--- src/hw/rtl/bira_pkg.sv ---
package bira_pkg;

  // ring of stored beat rates
  localparam int RING_DEPTH = 4;
  localparam int RING_IDX_W = (RING_DEPTH > 1) ? $clog2(RING_DEPTH) : 1;
  localparam int RATE_W     = 8;
  localparam int SUM_W      = $clog2(255 * RING_DEPTH + 1);

  // field widths
  localparam int IR_W        = 18;
  localparam int TIME_W      = 32;
  localparam int COUNTDOWN_W = 23;

  // configuration port
  localparam int CFG_INDEX_W = 2;
  localparam int CFG_DATA_W  = 32;
  localparam logic [CFG_INDEX_W-1:0] CFG_IDX_THRESHOLD = 2'd0;
  localparam logic [CFG_INDEX_W-1:0] CFG_IDX_TIMEOUT   = 2'd1;

  localparam logic [IR_W-1:0]   THRESH_RESET  = IR_W'(7000);
  localparam logic [TIME_W-1:0] TIMEOUT_RESET = TIME_W'(30000);

  // timing constants
  localparam int MS_PER_MIN = 60000;
  localparam int MS_PER_S   = 1000;
  localparam int RATE_MIN   = 20;
  localparam int RATE_MAX   = 255;
  // 20*d < 60000 < 255*d  <=>  DELTA_MIN <= d < DELTA_LIMIT
  localparam int DELTA_MIN   = MS_PER_MIN / RATE_MAX + 1;
  localparam int DELTA_LIMIT = (MS_PER_MIN + RATE_MIN - 1) / RATE_MIN;

  // floor(x / MS_PER_S) == (x * CD_RECIP) >> CD_SHIFT for every 32-bit x
  localparam logic [TIME_W-1:0] CD_RECIP = 32'h1062_4DD3;
  localparam int                CD_SHIFT = 38;

  // serial divider
  localparam int DIV_W          = 32;
  localparam int DIV_CNT_W      = $clog2(DIV_W + 1);
  localparam int RATE_DIV_STEPS = 16;

  // stream widths
  localparam int S_TDATA_W = 56;
  localparam int M_TDATA_W = 32;
  localparam int M_TUSER_W = 3;

  typedef enum logic [2:0] {
    ST_IDLE,
    ST_EVAL,
    ST_DIV_RATE,
    ST_SUM,
    ST_SLEEP_CHK,
    ST_CD_SCALE,
    ST_DONE
  } state_t;

endpackage

--- src/hw/rtl/beat_interval_rate_averager.sv ---
// Flow: ST_IDLE takes an item, ST_EVAL judges it; a stored rate runs the divider
//   steps (ST_DIV_RATE) and the summing pass (ST_SUM); ST_SLEEP_CHK follows, then
//   ST_CD_SCALE for the countdown scaling multiply when needed, and ST_DONE loads the output.
// Items: one in work at a time, taken only in ST_IDLE; a result held off downstream
//   stalls the block in its last state until the output register frees up.
// Reset: synchronous rst clears the ring, timing state and output valid and
//   restores the register defaults; no clearing pass.
module beat_interval_rate_averager import bira_pkg::*; (
  input  logic                   clk,
  input  logic                   rst,
  // configuration writes
  input  logic                   cfg_valid,
  output logic                   cfg_ready,
  input  logic [CFG_INDEX_W-1:0] cfg_index,
  input  logic [CFG_DATA_W-1:0]  cfg_data,
  // input stream
  input  logic                   s_tvalid,
  output logic                   s_tready,
  input  logic [S_TDATA_W-1:0]   s_tdata,   // ir_sample[17:0], now_ms[49:18], zero pad
  input  logic                   s_tuser,   // beat_seen
  // result stream
  output logic                   m_tvalid,
  input  logic                   m_tready,
  output logic [M_TDATA_W-1:0]   m_tdata,   // average_rate[7:0], sleep_countdown_s[30:8], pad
  output logic [M_TUSER_W-1:0]   m_tuser    // finger_present, rate_accepted, sleep_request
);

  state_t state, state_next;

  // configuration
  logic [IR_W-1:0]   presence_threshold;
  logic [TIME_W-1:0] sleep_timeout_ms;

  // captured item
  logic [IR_W-1:0]   ir_q;
  logic              beat_q;
  logic [TIME_W-1:0] now_q;

  // block state
  logic [RATE_W-1:0]     rate_ring [RING_DEPTH];
  logic [RING_IDX_W-1:0] ring_write_index;
  logic [TIME_W-1:0]     last_beat_time;
  logic [RATE_W-1:0]     held_average;
  logic                  absent_flag;
  logic [TIME_W-1:0]     absent_since;

  // summing pass
  logic [RING_IDX_W-1:0] sum_idx;
  logic [SUM_W-1:0]      sum_acc;
  logic [SUM_W-1:0]      sum_next;
  logic [SUM_W-1:0]      avg_full;

  // countdown scaling
  logic [TIME_W-1:0]   cd_remain;
  logic [2*TIME_W-1:0] cd_prod;

  // result fields
  logic                   res_present;
  logic                   res_accepted;
  logic                   res_sleep;
  logic [COUNTDOWN_W-1:0] res_countdown;

  // divider
  logic [DIV_W:0]     div_rem;
  logic [DIV_W-1:0]   div_dvd;
  logic [DIV_W-1:0]   div_dsr;
  logic [DIV_W-1:0]   div_q;
  logic [DIV_CNT_W-1:0] div_cnt;
  logic [DIV_W:0]     div_shift;
  logic               div_fit;
  logic [DIV_W:0]     div_rem_next;
  logic [DIV_W-1:0]   div_q_next;
  logic               div_last;

  // control strobes
  logic                 div_load;
  logic                 div_step;
  logic [DIV_W-1:0]     load_dvd;
  logic [DIV_W-1:0]     load_dsr;
  logic [DIV_CNT_W-1:0] load_steps;
  logic                 out_free;

  // item evaluation
  logic              present;
  logic              below;
  logic [TIME_W-1:0] delta;
  logic              rate_ok;
  logic [TIME_W-1:0] elapsed;
  logic              sleep_hit;
  logic              cd_needed;
  logic [TIME_W-1:0] remaining;

  assign present   = ir_q > presence_threshold;
  assign below     = ir_q < presence_threshold;
  assign delta     = now_q - last_beat_time;
  assign rate_ok   = beat_q && (delta >= TIME_W'(DELTA_MIN)) && (delta < TIME_W'(DELTA_LIMIT));
  assign elapsed   = now_q - absent_since;
  assign sleep_hit = absent_flag && (elapsed >= sleep_timeout_ms);
  assign cd_needed = absent_flag && !sleep_hit;
  assign remaining = sleep_timeout_ms - elapsed;

  assign sum_next = sum_acc + SUM_W'(rate_ring[sum_idx]);
  assign avg_full = sum_next / SUM_W'(RING_DEPTH);

  assign cd_prod = {{TIME_W{1'b0}}, cd_remain} * {{TIME_W{1'b0}}, CD_RECIP};

  // one restoring step per cycle
  assign div_shift    = {div_rem[DIV_W-1:0], div_dvd[DIV_W-1]};
  assign div_fit      = div_shift >= {1'b0, div_dsr};
  assign div_rem_next = div_fit ? (div_shift - {1'b0, div_dsr}) : div_shift;
  assign div_q_next   = {div_q[DIV_W-2:0], div_fit};
  assign div_last     = div_cnt == DIV_CNT_W'(1);

  assign out_free  = !m_tvalid || m_tready;
  assign cfg_ready = 1'b1;

  // next state
  always_comb begin
    state_next = state;
    case (state)
      ST_IDLE:      if (s_tvalid) state_next = ST_EVAL;
      ST_EVAL:      state_next = (present && rate_ok) ? ST_DIV_RATE : ST_SLEEP_CHK;
      ST_DIV_RATE:  if (div_last) state_next = ST_SUM;
      ST_SUM:       if (sum_idx == RING_IDX_W'(RING_DEPTH - 1)) state_next = ST_SLEEP_CHK;
      ST_SLEEP_CHK: state_next = cd_needed ? ST_CD_SCALE : ST_DONE;
      ST_CD_SCALE:  state_next = ST_DONE;
      ST_DONE:      if (out_free) state_next = ST_IDLE;
      default:      state_next = ST_IDLE;
    endcase
  end

  // control outputs
  always_comb begin
    s_tready   = 1'b0;
    div_load   = 1'b0;
    div_step   = 1'b0;
    load_dvd   = '0;
    load_dsr   = '0;
    load_steps = '0;
    case (state)
      ST_IDLE: s_tready = 1'b1;
      ST_EVAL: begin
        if (present && rate_ok) begin
          div_load   = 1'b1;
          load_dvd   = DIV_W'(MS_PER_MIN) << (DIV_W - RATE_DIV_STEPS);
          load_dsr   = delta;
          load_steps = DIV_CNT_W'(RATE_DIV_STEPS);
        end
      end
      ST_DIV_RATE: div_step = 1'b1;
      default: ;
    endcase
  end

  always_ff @(posedge clk) begin
    if (rst) begin
      state <= ST_IDLE;
    end else begin
      state <= state_next;
    end
  end

  // configuration registers
  always_ff @(posedge clk) begin
    if (rst) begin
      presence_threshold <= THRESH_RESET;
      sleep_timeout_ms   <= TIMEOUT_RESET;
    end else if (cfg_valid && cfg_ready) begin
      case (cfg_index)
        CFG_IDX_THRESHOLD: presence_threshold <= cfg_data[IR_W-1:0];
        CFG_IDX_TIMEOUT:   sleep_timeout_ms   <= cfg_data[TIME_W-1:0];
        default: ;
      endcase
    end
  end

  // divider
  always_ff @(posedge clk) begin
    if (div_load) begin
      div_rem <= '0;
      div_dvd <= load_dvd;
      div_dsr <= load_dsr;
      div_q   <= '0;
      div_cnt <= load_steps;
    end else if (div_step) begin
      div_rem <= div_rem_next;
      div_dvd <= {div_dvd[DIV_W-2:0], 1'b0};
      div_q   <= div_q_next;
      div_cnt <= div_cnt - DIV_CNT_W'(1);
    end
  end

  // item datapath and block state
  always_ff @(posedge clk) begin
    if (rst) begin
      for (int i = 0; i < RING_DEPTH; i++) begin
        rate_ring[i] <= '0;
      end
      ring_write_index <= '0;
      last_beat_time   <= '0;
      held_average     <= '0;
      absent_flag      <= 1'b0;
      absent_since     <= '0;
    end else begin
      case (state)
        ST_IDLE: begin
          if (s_tvalid) begin
            ir_q          <= s_tdata[IR_W-1:0];
            now_q         <= s_tdata[IR_W +: TIME_W];
            beat_q        <= s_tuser;
            res_sleep     <= 1'b0;
            res_countdown <= '0;
          end
        end
        ST_EVAL: begin
          res_present  <= present;
          res_accepted <= present && rate_ok;
          if (present) begin
            absent_flag <= 1'b0;
            if (beat_q) begin
              last_beat_time <= now_q;
            end
          end else if (below) begin
            if (!absent_flag) begin
              absent_flag  <= 1'b1;
              absent_since <= now_q;
            end
            held_average <= '0;
          end
        end
        ST_DIV_RATE: begin
          if (div_last) begin
            rate_ring[ring_write_index] <= div_q_next[RATE_W-1:0];
            if (ring_write_index == RING_IDX_W'(RING_DEPTH - 1)) begin
              ring_write_index <= '0;
            end else begin
              ring_write_index <= ring_write_index + RING_IDX_W'(1);
            end
            sum_idx <= '0;
            sum_acc <= '0;
          end
        end
        ST_SUM: begin
          sum_acc <= sum_next;
          sum_idx <= sum_idx + RING_IDX_W'(1);
          if (sum_idx == RING_IDX_W'(RING_DEPTH - 1)) begin
            held_average <= avg_full[RATE_W-1:0];
          end
        end
        ST_SLEEP_CHK: begin
          res_sleep <= sleep_hit;
          cd_remain <= remaining;
        end
        ST_CD_SCALE: res_countdown <= cd_prod[CD_SHIFT +: COUNTDOWN_W];
        default: ;
      endcase
    end
  end

  // output register, freed by the downstream transaction
  always_ff @(posedge clk) begin
    if (rst) begin
      m_tvalid <= 1'b0;
    end else if (state == ST_DONE && out_free) begin
      m_tvalid <= 1'b1;
    end else if (m_tready) begin
      m_tvalid <= 1'b0;
    end
  end

  always_ff @(posedge clk) begin
    if (state == ST_DONE && out_free) begin
      m_tdata <= {{(M_TDATA_W - RATE_W - COUNTDOWN_W){1'b0}}, res_countdown, held_average};
      m_tuser <= {res_sleep, res_accepted, res_present};
    end
  end

endmodule

--- config.mk ---
export PLATFORM = sky130hd
export DESIGN_NAME = beat_interval_rate_averager
export DESIGN_NICKNAME = d
export VERILOG_FILES = /design/src/hw/rtl/bira_pkg.sv /design/src/hw/rtl/beat_interval_rate_averager.sv
export SDC_FILE = /design/constraint.sdc
export NUM_CORES = 2
export LEC_CHECK = 0
export BUFFER_PORTS_ARGS = -buffer_cell sky130_fd_sc_hd__clkbuf_2
export CAP_MARGIN = 20
export CORE_ASPECT_RATIO = 0.5
export CORE_MARGIN = 5
export CORE_UTILIZATION = 55
export CTS_CLUSTER_DIAMETER = 120
export DETAILED_ROUTE_END_ITERATION = 12
export PLACE_DENSITY = 0.77
export SLEW_MARGIN = 20
export SYNTH_ARGS = -nofsm -noshare
export SYNTH_HDL_FRONTEND = slang
export SYNTH_SLANG_ARGS = --single-unit
--- constraint.sdc ---
create_clock -name clk -period 18.4 [get_ports clk]
set_input_delay 3.68 -clock clk [delete_from_list [all_inputs] [get_ports clk]]
set_output_delay 3.68 -clock clk [all_outputs]
set_load 0.05 [all_outputs]
==> results_dict.tcl <==
set metrics [dict create \
    root_buffer "clkbuf_16" \
    synth_enable_flop_cells 236 \
    dpl_worst_slack_ns 9.88 \
    cp_num_buf_inv 4 \
    slowest_delay_ns 0.80 \
    postCtsSetupRepairBufs 0 \
    grt_pass1_vias 26800 \
    core_area_um2 64900 \
    yosysTopAreaCell "edfxtp_1" \
    antenna_found_initial 9 \
    hold_violations 0 \
    hold_path_class "reg -> reg" \
    crit_type "reg -> reg" \
    yosys-top-cells-area "edfxtp_1 (20%), ha_1 (19%), fa_1 (17%)" \
    reg2reg_slack_ns 9.72 \
    critPathCaptureType "register" \
    place_hpwl_mm 64.4 \
    cp_slowest_cell "edfxtp_1" \
    cts_sinks 406 \
    fin_crit_ns 8.68 \
    setup_viol_count_final 0 \
    slew_viol_final 0 \
    clk_latency_ns 0.57 \
    wl_per_cell_um 17.1 \
    yosys_warnings 0 \
    wirelength_mm 81.3 \
    status "finished clean" \
    cts_buffers 41 \
    io_buffers 125 \
    ir_worst_vdd_mv 0.306 \
    drive_above_1_share_pct 6.71 \
    tns_ns 0 \
    slew_headroom_pct 31.8 \
    syn_avg_cell_area_um2 9.71 \
    dieWidth_um 372 \
    ios 134 \
    powerDensity_nw_per_um2 186 \
    netlist_instances 3709 \
    arrival_ns 8.98 \
    cp_max_fo 10 \
    clockBufferDepth 3 \
    path_cells "ha_1, fa_1, fa_1, inv_1, fa_1, inv_1, fa_1, fa_1, fa_1, inv_1, fa_1, inv_1, ha_1, a21oi_1, o21ai_0, a221oi_1, o21ai_0, a22oi_1, a31oi_1, or2_2, o211a_1, a21oi_1, nor4_1, or3_1" \
    cts_resized 0 \
    max_freq_mhz 115 \
    fin_skew_ns 0.0301 \
    initial_core_util_pct 55.5 \
    rsz0062_at_grt "no" \
    required_ns 18.70 \
    via_per_inst 5.48 \
    fin_ws_ns 9.72 \
    grt_max_degree 94 \
    path_clk_slew_ns 0.07 \
    ys.flop_type "edfxtp_1" \
    cts_tree "done" \
    die_area_um2 71000 \
    crit_path_start_kind "register" \
    ys_ff_latch 406 \
    power_leakage_nw 18.2 \
    mostFrequentLayoutCells "inv_1 (679), ha_1 (544), nand2_1 (364), fa_1 (303), a21oi_1 (269)" \
    cap_violations 0 \
    rows 66 \
    grt_overflow_total 0 \
    drt_drc_violations_left 0 \
    ant_nets 0 \
    ys_types 78 \
    die_y_um 191 \
    gr-usage-all-layers_pct 23.1 \
    async_reset_ff_share_pct 0 \
    grt_pass1_wl_mm 133 \
    nNetsFinal 4770 \
    first_iter_violations 1673 \
    syn_area_um2 36000 \
    synth_top_area_share_pct 19.7 \
    yosysSeqAreaShare_pct 29.1 \
    syn_to_final_growth_pct 8.27 \
    worstMarginPinSlew_ns 1.02 \
    post-route-period-util_pct 47.2 \
    num_vias 26000 \
    gp_congestion 0.912 \
    cp_common_cell "fa_1" \
    cp_top_family "adder cells" \
    final_common_cell "inv_1" \
    drt-pass1-iter-count 5 \
    cts-hold-fix-buffers 0 \
    htree_levels 2 \
    holdWs_ns 0.422 \
]
==> metal layers <==
layer / global-route usage, % / part of all wire, %
met5: 0 / 0
met4: 7.60 / 3.2
met3: 2.57 / 4.5
met2: 39.9 / 48
met1: 30.7 / 44
==> synth_stat cells (all sizes together), types with 10 or more instances <==
cell type and instances:
a21o 86, inv 679, nand3 38, nor3 42, nand3b 13, a31oi 20
or3 10, xor2 61, a211oi 18, a21oi 269, clkbuf 69, a211o 14
fa 303, o21bai 20, dfxtp 170, buf 19, edfxtp 236, o21ai 115
nor2 169, nor3b 10, xnor2 68, and2 49, a221oi 11, ha 544
or2 20, nand2 364, nand2b 30, nand4 21, mux2i 14, nor2b 37
o21a 21, o211ai 26, and3 23
==> power by group <==
part / switching, mW / leakage, nW / internal [mW]
Sequential: 0.0775 / 3.62 / 1.06
Combinational: 3.06 / 13.9 / 2.21
Clock: 0.359 / 0.665 / 0.480
==> stage by stage <==
step / power (mW) / std cells / cell area, um^2 / utilization [%]
after CTS: 7.25 / 4743 / 39000 / 60.0
after global routing: 8.08 / 4751 / 39000 / 60.1
after floorplan: 5.06 / 3729 / 36100 / -
after global placement: 6.15 / 4667 / 37600 / 57.9
final: 7.24 / 4751 / 39000 / 60.1
after detailed placement: 6.36 / 4668 / 37600 / 58.0
==> logic make-up after synthesis <==
family | after synthesis | share of synthesized area [%]
AOI/OAI and AO/OA | 682 | 11.9
xor gates and xnor gates | 129 | 3.14
adders and majority gates | 847 | 35.7
buffers and inverters | 768 | 8.13
DFF | 406 | 29.1
muxes | 23 | 0.920
other | 2 | 0.0208
and+or+nand+nor | 852 | 11.1
==> worst paths after layout <==
path	from	to	cells past startpoint
worst min-delay path	res_countdown[13]	m_tdata[21]	0
worst max-delay path	cd_remain[21]	res_countdown[15]	24
worst max register to register	cd_remain[21]	res_countdown[15]	24
worst min register to register	res_countdown[13]	m_tdata[21]	0
==> state kept, by name (all words and copies together) (netlist names), 2 cells and up, named ones only <==
signal and count:
absent_since 32, cd_remain 32, div_dsr 32, div_rem 32, last_beat_time 32, now_q 32
rate_ring 32, sleep_timeout_ms 32, m_tdata 31, res_countdown 23, ir_q 18, presence_threshold 18
div_dvd 11, sum_acc 10, held_average 8, div_q 7, div_cnt 6, m_tuser 3
state 3, ring_write_index 2, sum_idx 2
==> layout make-up <==
type	count	area, um^2
Fill cell	5453	25900
Multi-Input combinational cell	2555	22700
Sequential cell	406	10500
Inverter	680	2550
Clock buffer	57	1180
Tap cell	884	1110
Timing Repair Buffer	143	771
Clock inverter	18	174
Antenna cell	8	20.0
(Power assumes the default switching activity.)
